File: src/mba_pkg.sv
// shared widths, limits and register codes for the block averager
package mba_pkg;

  localparam int CH_BITS    = 3;
  localparam int SMP_BITS   = 12;
  localparam int AVG_BITS   = 12;
  localparam int SUM_BITS   = 28;
  localparam int COUNT_BITS = 17;
  localparam int WLOG_BITS  = 5;

  localparam int CFG_ADDR_BITS = 3;
  localparam int CFG_DATA_BITS = 32;

  localparam logic [WLOG_BITS-1:0] WLOG_MAX   = 5'd16;
  localparam logic [WLOG_BITS-1:0] WLOG_RESET = 5'd11;

  // register index taken from paddr above the byte offset
  localparam logic [CFG_ADDR_BITS-3:0] REG_WINDOW_LOG2 = 1'b0;

endpackage

File: src/mba_if.sv
// sample and result stream interfaces
interface mba_in_if import mba_pkg::*; ();
  logic                valid;
  logic                ready;
  logic [CH_BITS-1:0]  channel;
  logic [SMP_BITS-1:0] sample_value;

  modport source (output valid, output channel, output sample_value, input ready);
  modport sink   (input valid, input channel, input sample_value, output ready);
endinterface

interface mba_out_if import mba_pkg::*; ();
  logic                valid;
  logic                ready;
  logic [CH_BITS-1:0]  out_channel;
  logic [AVG_BITS-1:0] average;
  logic                last;

  modport source (output valid, output out_channel, output average, output last, input ready);
  modport sink   (input valid, input out_channel, input average, input last, output ready);
endinterface

File: src/multichannel_block_averager.sv
// multichannel power-of-two block averager with accumulator memory
// a word and its accumulator read are registered at acceptance, and a closing word's average
// is then registered for output; a new word is taken only after the last one is written back
//   (memory read, add, write back), and later while a full output register holds a result
// words for channels beyond CHANNELS are taken and dropped
// reset (rst_n low, synchronous): accumulators read as zero, scan count zero, window_log2 = 11
module multichannel_block_averager import mba_pkg::*; #(
  parameter int CHANNELS    = 5,
  parameter int SAMPLE_BITS = 12
) (
  input  logic                     clk,
  input  logic                     rst_n,
  mba_in_if.sink                   in_strm,
  mba_out_if.source                out_strm,
  input  logic                     psel,
  input  logic                     penable,
  input  logic                     pwrite,
  input  logic [CFG_ADDR_BITS-1:0] paddr,
  input  logic [CFG_DATA_BITS-1:0] pwdata,
  output logic [CFG_DATA_BITS-1:0] prdata,
  output logic                     pready
);

  localparam int IDX_BITS = (CHANNELS > 1) ? $clog2(CHANNELS) : 1;
  localparam int SMP_KEEP = (SAMPLE_BITS < SMP_BITS) ? SAMPLE_BITS : SMP_BITS;
  localparam logic [SMP_BITS-1:0] SMP_MASK = SMP_BITS'((33'd1 << SMP_KEEP) - 33'd1);
  localparam logic [CH_BITS:0]    CH_COUNT = (CH_BITS+1)'(CHANNELS);
  localparam logic [CH_BITS-1:0]  CH_LAST  = CH_BITS'(CHANNELS - 1);

  // configuration
  logic [WLOG_BITS-1:0] window_log2_r;
  logic                 cfg_wr;

  assign pready = 1'b1;
  assign cfg_wr = psel && penable && pwrite && pready;

  always_ff @(posedge clk) begin
    if (!rst_n) begin
      window_log2_r <= WLOG_RESET;
    end else if (cfg_wr && paddr[CFG_ADDR_BITS-1:2] == REG_WINDOW_LOG2) begin
      window_log2_r <= pwdata[WLOG_BITS-1:0];
    end
  end

  always_comb begin
    prdata = '0;
    if (paddr[CFG_ADDR_BITS-1:2] == REG_WINDOW_LOG2) begin
      prdata = CFG_DATA_BITS'(window_log2_r);
    end
  end

  // accept stage
  logic                in_acc;
  logic                in_hit;
  logic                busy_r;
  logic [CH_BITS-1:0]  ch_r;
  logic [SMP_BITS-1:0] smp_r;

  assign in_strm.ready = !busy_r;
  assign in_acc        = in_strm.valid && !busy_r;
  assign in_hit        = {1'b0, in_strm.channel} < CH_COUNT;

  // accumulator memory, one entry per channel
  logic [SUM_BITS-1:0] sums_mem [CHANNELS];
  logic [SUM_BITS-1:0] sum_rd_r;
  logic [CHANNELS-1:0] vld_r;
  logic                wr_en;
  logic [SUM_BITS-1:0] wr_data;
  logic [IDX_BITS-1:0] wr_idx;

  assign wr_idx = ch_r[IDX_BITS-1:0];

  always_ff @(posedge clk) begin
    if (in_acc && in_hit) begin
      sum_rd_r <= sums_mem[in_strm.channel[IDX_BITS-1:0]];
    end
    if (wr_en) begin
      sums_mem[wr_idx] <= wr_data;
    end
  end

  // update stage
  logic [COUNT_BITS-1:0] scan_count_r;
  logic [COUNT_BITS-1:0] scan_count_nxt;
  logic [WLOG_BITS-1:0]  wl;
  logic [COUNT_BITS-1:0] tm1;
  logic [SUM_BITS-1:0]   sum_old;
  logic [SUM_BITS-1:0]   sum_new;
  logic [SUM_BITS-1:0]   sum_shift;
  logic                  final_scan;
  logic                  last_ch;
  logic                  done;

  logic                  out_valid_r;
  logic                  out_valid_nxt;
  logic [CH_BITS-1:0]    out_channel_r;
  logic [AVG_BITS-1:0]   average_r;
  logic                  last_r;

  always_comb begin
    wl         = (window_log2_r > WLOG_MAX) ? WLOG_MAX : window_log2_r;
    tm1        = (COUNT_BITS'(1) << wl) - COUNT_BITS'(1);
    sum_old    = vld_r[wr_idx] ? sum_rd_r : '0;
    sum_new    = sum_old + SUM_BITS'(smp_r);
    sum_shift  = sum_new >> wl;
    final_scan = scan_count_r >= tm1;
    last_ch    = ch_r == CH_LAST;
    // a closing word must find the output register free or draining
    done       = busy_r && (!final_scan || !out_valid_r || out_strm.ready);
    wr_en      = done;
    wr_data    = final_scan ? '0 : sum_new;

    scan_count_nxt = scan_count_r;
    if (done && last_ch) begin
      scan_count_nxt = final_scan ? '0 : scan_count_r + COUNT_BITS'(1);
    end

    out_valid_nxt = out_valid_r && !out_strm.ready;
    if (done && final_scan) begin
      out_valid_nxt = 1'b1;
    end
  end

  always_ff @(posedge clk) begin
    if (!rst_n) begin
      busy_r       <= 1'b0;
      vld_r        <= '0;
      scan_count_r <= '0;
      out_valid_r  <= 1'b0;
    end else begin
      if (in_acc && in_hit) begin
        busy_r <= 1'b1;
      end else if (done) begin
        busy_r <= 1'b0;
      end
      if (wr_en) begin
        vld_r[wr_idx] <= 1'b1;
      end
      scan_count_r <= scan_count_nxt;
      out_valid_r  <= out_valid_nxt;
    end
  end

  always_ff @(posedge clk) begin
    if (in_acc) begin
      ch_r  <= in_strm.channel;
      smp_r <= in_strm.sample_value & SMP_MASK;
    end
    if (done && final_scan) begin
      out_channel_r <= ch_r;
      average_r     <= sum_shift[AVG_BITS-1:0];
      last_r        <= last_ch;
    end
  end

  assign out_strm.valid       = out_valid_r;
  assign out_strm.out_channel = out_channel_r;
  assign out_strm.average     = average_r;
  assign out_strm.last        = last_r;

endmodule

File: src/flat_wrapper.sv
// flat-port wrapper written by rule: the top's interface ports become plain ports
module multichannel_block_averager_flat import mba_pkg::*;
#(
  parameter int CHANNELS    = 5,
  parameter int SAMPLE_BITS = 12
)
  (clk, rst_n, psel, penable, pwrite, paddr, pwdata, prdata, pready, in_strm_valid, in_strm_channel, in_strm_sample_value, in_strm_ready, out_strm_valid, out_strm_out_channel, out_strm_average, out_strm_last, out_strm_ready);
  mba_in_if in_strm_i ();
  mba_out_if out_strm_i ();
  input  logic clk;
  input  logic rst_n;
  input  logic psel;
  input  logic penable;
  input  logic pwrite;
  input  logic [CFG_ADDR_BITS-1:0] paddr;
  input  logic [CFG_DATA_BITS-1:0] pwdata;
  output logic [CFG_DATA_BITS-1:0] prdata;
  output logic pready;
  input wire logic [$bits(in_strm_i.valid)-1:0] in_strm_valid;
  input wire logic [$bits(in_strm_i.channel)-1:0] in_strm_channel;
  input wire logic [$bits(in_strm_i.sample_value)-1:0] in_strm_sample_value;
  output wire logic [$bits(in_strm_i.ready)-1:0] in_strm_ready;
  output wire logic [$bits(out_strm_i.valid)-1:0] out_strm_valid;
  output wire logic [$bits(out_strm_i.out_channel)-1:0] out_strm_out_channel;
  output wire logic [$bits(out_strm_i.average)-1:0] out_strm_average;
  output wire logic [$bits(out_strm_i.last)-1:0] out_strm_last;
  input wire logic [$bits(out_strm_i.ready)-1:0] out_strm_ready;
  assign in_strm_i.valid = in_strm_valid;
  assign in_strm_i.channel = in_strm_channel;
  assign in_strm_i.sample_value = in_strm_sample_value;
  assign in_strm_ready = in_strm_i.ready;
  assign out_strm_valid = out_strm_i.valid;
  assign out_strm_out_channel = out_strm_i.out_channel;
  assign out_strm_average = out_strm_i.average;
  assign out_strm_last = out_strm_i.last;
  assign out_strm_i.ready = out_strm_ready;
  multichannel_block_averager #(.CHANNELS(CHANNELS), .SAMPLE_BITS(SAMPLE_BITS)) u_core (.clk(clk), .rst_n(rst_n), .in_strm(in_strm_i), .out_strm(out_strm_i), .psel(psel), .penable(penable), .pwrite(pwrite), .paddr(paddr), .pwdata(pwdata), .prdata(prdata), .pready(pready));
endmodule
File: config.mk
export PLATFORM = sky130hd
export DESIGN_NAME = multichannel_block_averager_flat
export DESIGN_NICKNAME = d
export VERILOG_FILES = /design/src/mba_pkg.sv /design/src/mba_if.sv /design/src/multichannel_block_averager.sv /design/src/flat_wrapper.sv
export SDC_FILE = /design/constraint.sdc
export NUM_CORES = 1
export LEC_CHECK = 0
export BUFFER_PORTS_ARGS = -buffer_cell sky130_fd_sc_hd__buf_2
export CAP_MARGIN = 20
export CORE_MARGIN = 3
export CORE_UTILIZATION = 35
export DETAILED_ROUTE_END_ITERATION = 10
export GPL_TIMING_DRIVEN = 0
export SYNTH_ARGS = -nofsm -noshare
export SYNTH_HDL_FRONTEND = slang
export SYNTH_SLANG_ARGS = --single-unit
File: constraint.sdc
create_clock -name clk -period 8.5 [get_ports clk]
set_clock_uncertainty 0.1 [all_clocks]
set_input_delay 1.7 -clock clk [delete_from_list [all_inputs] [get_ports clk]]
set_output_delay 1.7 -clock clk [all_outputs]
set_load 0.01 [all_outputs]
==> flow_summary_export.csv, run 1 <==
group,metric,value,unit
detailed_routing,wl_per_cell,20.86,µm
cells_and_area,antenna_cells,0,
synth,yosys.area_share.simple,13.33,%
cells_and_area,drive_gt1_share,19.47,%
clock_network,post_cts_buffers,0,
detailed_routing,drt-initial-drc-count,840,
detailed_routing,met2WireLength,15560,µm
synth,synthFlopType,"edfxtp_1",
detailed_routing,vias,8594,
outcome,status,"complete, no violations",
synth,ys_seq_area_share,54.81,%
detailed_routing,drt-met1-wl,14160,µm
sta,rsz0062_at_grt,"no",
sta,drv_slew,0,
detailed_routing,viasPerCell,5.446,
sta,holdWs,0.3670,ns
setup_path,cp.arrival,7.38,ns
clock_network,clock_sinks,228,
synth,synthXorXnorAreaFrac,2.197,%
detailed_routing,top_layer,"met4",
pwr,peakVddDrop,194.3,µV
clock_network,ctsResizeCount,0,
synth,synth.area.top_cells,"edfxtp_1, mux4_2, dfxtp_1, ha_1, nor2_1",
die,start_util,35.58,%
global_routing,first_global_vias,8330,
die,num_rows,67,
place,hpwl,24850,µm
die,die_area,0.03643,mm²
setup_path,startpoint_type,"flop",
setup_path,rrSetupSlack,1.17,ns
global_routing,overflow,0,
setup_path,crit_type,"reg2reg",
setup_path,cp_data_required_time,8.55,ns
sta,finalHoldViolCount,0,
synth,synthAdderAreaFrac,3.410,%
sta,max_freq,0.1364,GHz
die,die_w,190.9,µm
global_routing,grt_max_degree,30,
die,placeableCoreArea,0.03362,mm²
global_routing,track_usage,17.67,%
pwr,leakagePower,4.956,nW
setup_path,endpoint_kind,"flop",
sta,fin_tns_setup,0,ns
synth,avgSynthCellArea,12.00,µm²
job,drv_cap,0,
place,portBuffers,50,
detailed_routing,drtPass1Iterations,5,
detailed_routing,wirelength,32920,µm
synth,synth.distinct_cells,81,
sta,timing.final.crit_share,86.24,%
detailed_routing,antenna_left,0,
sta,tightestPinTransition,0.9826,ns
clock_network,cts_buffer_depth,3,
synth,yosysWarnings,0,
sta,relSlewSlack,34.50,%
synth,synth_edf_count,199,
setup_path,crit_fanout,16,
synth,syn_inst,997,
synth,synth-seq-cells,228,
synth,synth_compound_area_share,11.68,%
clock_network,cts_htree_levels,1,
clock_network,hold_buffers,0,
place,gp_congestion,0.9516,
synth,synth_top_cell_by_area,"edfxtp_1",
clock_network,clk_latency,0.55,ns
synth,synthMuxAreaShare,10.19,%
min_path,hold_class,"reg2reg",
clock_network,cts_buffers,25,
cells_and_area,syn_to_final_growth,15.88,%
synth,ys_async_sr_fraction,0,%
die,die_h,190.9,µm
synth,yosys-top-cells-count,"edfxtp_1, nor2_1, nand2_1, clkbuf_1, a21oi_1",
global_routing,grt_pass1_wl,49550,µm
clock_network,cts_tree,"built",
clock_network,clk_pin_slew_worst_paths,0.06,ns
synth,syn_area,0.01196,mm²
cells_and_area,nets,1202,
synth,yosysMostFrequentCell,"edfxtp_1",
clock_network,cts_root_buffer,"clkbuf_16",
synth,yosysTopAreaCellShare,49.96,%
detailed_routing,met3_length,2110,µm
global_routing,antenna_found_initial,0,
sta,setup_viol,0,
pwr,power_density,179.4,mW/mm²
synth,synth_top_family_by_area,"simple AND/OR/NAND/NOR gates",
detailed_routing,drc_errors,0,
die,ios,108,
sta,period_needed,7.330,ns
[critical path: stages (launching register included)]
cell and delay, ns:
dfxtp_1 0.31, clkbuf_1 0.22, inv_1 0.23, clkbuf_1 0.46
nand2_1 0.37, nor2_1 0.54, nand2_1 0.16, ha_1 0.24
nor3_1 0.36, inv_1 0.07, o21ai_0 0.18, a22oi_1 0.11
o21a_1 0.22, ha_1 0.29, nand4_1 0.13, o41ai_1 0.46
a2111oi_0 0.18, a21oi_1 0.78, clkbuf_1 0.67, and3_1 0.84
[sequential cells by signal (all words and copies together), names as in the netlist, 5 cells and up]
signal and cells:
u_core.sums_mem 140, u_core.sum_rd_r 28, u_core.out_strm.average 12, u_core.window_log2_r 5
u_core.vld_r 5, u_core.smp_r 12, u_core.scan_count_r 17
[cell usage in the layout, fill, tap and decap left out, types with 9 or more instances in the layout]
master,instances
and3_1,11
mux2i_1,16
buf_4,37
nand4_1,12
o21ai_0,23
ha_1,31
a21o_1,16
nor3_1,28
inv_1,21
a31oi_1,10
xnor2_1,26
o21a_1,12
mux2_2,30
and2_1,21
mux4_2,32
conb_1,28
nand3_1,20
dfxtp_1,29
nand2_1,81
a211oi_1,18
clkbuf_16,25
edfxtp_1,199
nor2_1,88
a21oi_1,43
nor2b_1,18
clkbuf_1,48
buf_2,56
a22oi_1,9
[layer usage]
| layer | vias up | global-route usage, % |
|---|---|---|
| met5 | - | 0 |
| met1 | 4198 | 23.46 |
| met4 | 0 | 5.899 |
| li1 | 3965 | - |
| met3 | 72 | 2.886 |
| met2 | 359 | 29.51 |
[power breakdown]
part	switching, mW	leakage (nW)	internal [mW]	total (mW)
sequential	0.0124	2.07	1.24	1.25
combinational	0.114	2.51	0.0715	0.186
clock	0.448	0.376	0.604	1.05
total	0.574	4.96	1.91	2.49
[kinds of logic after synthesis]
kind of cell / Yosys count
compound gates: 196
xor+xnor: 30
fa+ha+maj: 32
buf+inv: 105
flops: 228
mux: 78
other cells: 2
simple gates: 326
[cell type report]
type	count	area [µm²]
clock buffers	29	640.6
repair buffers	63	412.9
plain buffers	83	434.2
clock inverters	15	148.9
inverters	22	82.58
flip-flops and latches	228	6556
well taps	448	560.5
fillers	3178	19760
multi-input cells	690	5025
[final timing paths]
kind	startpoint	end	cells after the start
worst min-delay path	u_core.ch_r[2]	u_core.out_strm.out_channel[2]	0
worst min register to register	u_core.ch_r[2]	u_core.out_strm.out_channel[2]	0
worst max register to register	u_core.window_log2_r[4]	u_core.out_strm.average[2]	19
worst max-delay path	u_core.window_log2_r[4]	u_core.out_strm.average[2]	19
[metrics by stage]
step | cells | util [%] | cell area, µm² | power [mW] | setup WS (ns)
5_1_grt | 1578 | 41.23 | 13860 | 2.572 | 0.8284
3_3_place_gp | 1521 | 38.28 | 12870 | 1.452 | -2.686
4_1_cts | 1578 | 41.23 | 13860 | 2.507 | 1.279
2_1_floorplan | 1023 | - | 12060 | 1.391 | 1.260
3_5_place_dp | 1534 | 38.88 | 13070 | 1.456 | 1.359
6_report | 1578 | 41.23 | 13860 | 2.486 | 1.170
Note: power is estimated with default switching activity, not from simulation.
==> run 2, diff against run 1 <==
Settings changed: BUFFER_PORTS_ARGS -buffer_cell sky130_fd_sc_hd__buf_2 to default, DONT_BUFFER_PORTS from default to 1.
==> run 2 against run 1 <==
Worst setup slack lost 0.067 ns. Power shrank 0.33%. Die area is the same. Register-to-register slack lost 0.07 ns. Critical endpoint is now u_core.out_strm.average[4]. Largest cell class unchanged.
==> flow_summary_export.csv, run 2 (synthesis gave the netlist of run 1 again) <==
group,metric,value,unit
setup_path,endpoint_kind,"flop",
cells_and_area,fin_util,40.51,%
die,die_area,0.03643,mm²
global_routing,grt_max_degree,30,
detailed_routing,vias,8432,
die,num_rows,67,
die,die_w,190.9,µm
cells_and_area,instances_no_fill,1533,
clock_network,cts_root_buffer,"clkbuf_16",
setup_path,crit_chain,"clkbuf_1 > inv_1 > clkbuf_1 > nand2_1 > nor2_1 > nand2_1 > ha_1 > nor3_1 > inv_1 > o21ai_0 > a22oi_1 > o21a_1 > ha_1 > nand4_1 > o41ai_1 > a2111oi_0 > a21oi_1 > clkbuf_1 > and3_1",
place,portBuffers,0,
cells_and_area,final_common_cell,"edfxtp_1",
place,gp_congestion,0.9588,
pwr,power_density,181.9,mW/mm²
outcome,status,"complete, no violations",
place,dp.cells,1484,
cells_and_area,largest_reg_flops,140,
clock_network,hold_buffers,0,
detailed_routing,antenna_left,0,
detailed_routing,drtPass1Iterations,7,
pwr,peakVddDrop,201.3,µV
cells_and_area,mostFrequentLayoutCells,"edfxtp_1, nor2_1, nand2_1, clkbuf_1, a21oi_1",
cells_and_area,top_register,"u_core.sums_mem",
cells_and_area,fin_area,0.01362,mm²
min_path,hold_class,"reg2reg",
sta,setup_viol,0,
setup_path,crit_type,"reg2reg",
sta,period_needed,7.397,ns
clock_network,clk_latency,0.55,ns
sta,holdWs,0.3626,ns
sta,max_freq,0.1352,GHz
global_routing,track_usage,18.04,%
clock_network,post_cts_buffers,0,
setup_path,cp_common_cell,"clkbuf_1",
clock_network,cts_tree,"built",
detailed_routing,drt-initial-drc-count,779,
setup_path,cp_data_required_time,8.56,ns
cells_and_area,drive_gt1_share,15.94,%
clock_network,ctsResizeCount,0,
setup_path,slowest_stage,"and3_1",
sta,relSlewSlack,35.30,%
sta,timing.final.crit_share,87.03,%
detailed_routing,viasPerCell,5.500,
place,dpl_cell_area,0.01280,mm²
place,hpwl,24590,µm
setup_path,cp_top_family,"simple AND/OR/NAND/NOR gates",
cells_and_area,num-fill-cells,3184,
clock_network,clk_pin_slew_worst_paths,0.06,ns
setup_path,crit_buf_inv,5,
setup_path,startpoint_type,"flop",
detailed_routing,wirelength,33390,µm
cells_and_area,syn_to_final_growth,13.86,%
die,start_util,35.58,%
job,drv_cap,0,
clock_network,cts_buffer_depth,3,
detailed_routing,drc_errors,0,
clock_network,cts_buffers,26,
sta,fin_tns_setup,0,ns
pwr,leakagePower,4.767,nW
sta,finalHoldViolCount,0,
die,die_h,190.9,µm
global_routing,antenna_found_initial,0,
cells_and_area,nets,1154,
global_routing,grt_pass1_wl,50010,µm
detailed_routing,wl_per_cell,21.78,µm
clock_network,cts_htree_levels,1,
sta,tightestPinTransition,0.9676,ns
cells_and_area,antenna_cells,0,
setup_path,crit_fanout,16,
sta,rsz0062_at_grt,"no",
setup_path,cp.arrival,7.46,ns
clock_network,clock_sinks,228,
global_routing,overflow,0,
global_routing,first_global_vias,8058,
setup_path,critical_path.max_stage_delay,0.84,ns
die,placeableCoreArea,0.03362,mm²
die,ios,108,
sta,drv_slew,0,
cells_and_area,largest_registers,"u_core.sums_mem x140, u_core.sum_rd_r x28, u_core.scan_count_r x17",
==> run 2: layer usage <==
layer | routed length (µm) | global-route usage (%)
met1 | 14550 | 24.25
met2 | 15690 | 29.83
met3 | 2151 | 3.419
met4 | 1003 | 5.250
met5 | 0 | 0
==> run 2: final timing paths <==
kind | start | to | slack [ns] | cells past startpoint
min reg2reg | u_core.vld_r[2] | u_core.vld_r[2] | 0.36 | 1
max | u_core.window_log2_r[4] | u_core.out_strm.average[4] | 1.10 | 19
min | u_core.vld_r[2] | u_core.vld_r[2] | 0.36 | 1
max reg2reg | u_core.window_log2_r[4] | u_core.out_strm.average[4] | 1.10 | 19
==> run 2: layout make-up <==
class / count / area (µm²) / area share [%]
Sequential cell: 228 / 6556 / 48.14
Multi-Input combinational cell: 690 / 5025 / 36.89
Clock buffer: 40 / 733.2 / 5.384
Tap cell: 448 / 560.5 / 4.116
Buffer: 83 / 434.2 / 3.188
Timing Repair Buffer: 14 / 151.4 / 1.112
Inverter: 22 / 82.58 / 0.6063
Clock inverter: 8 / 76.32 / 0.5604
==> run 2: stage by stage <==
step | total power, mW | worst slack (ns)
floorplan | 1.391 | 1.260
global placement | 1.444 | -2.851
detailed placement | 1.447 | 1.194
CTS | 2.505 | 1.149
global route | 2.566 | 0.5007
finish | 2.478 | 1.103
==> run 2: power by group <==
part / internal (mW) / switching [mW]
sequential: 1.24 / 0.0124
combinational: 0.0667 / 0.111
clock: 0.601 / 0.451
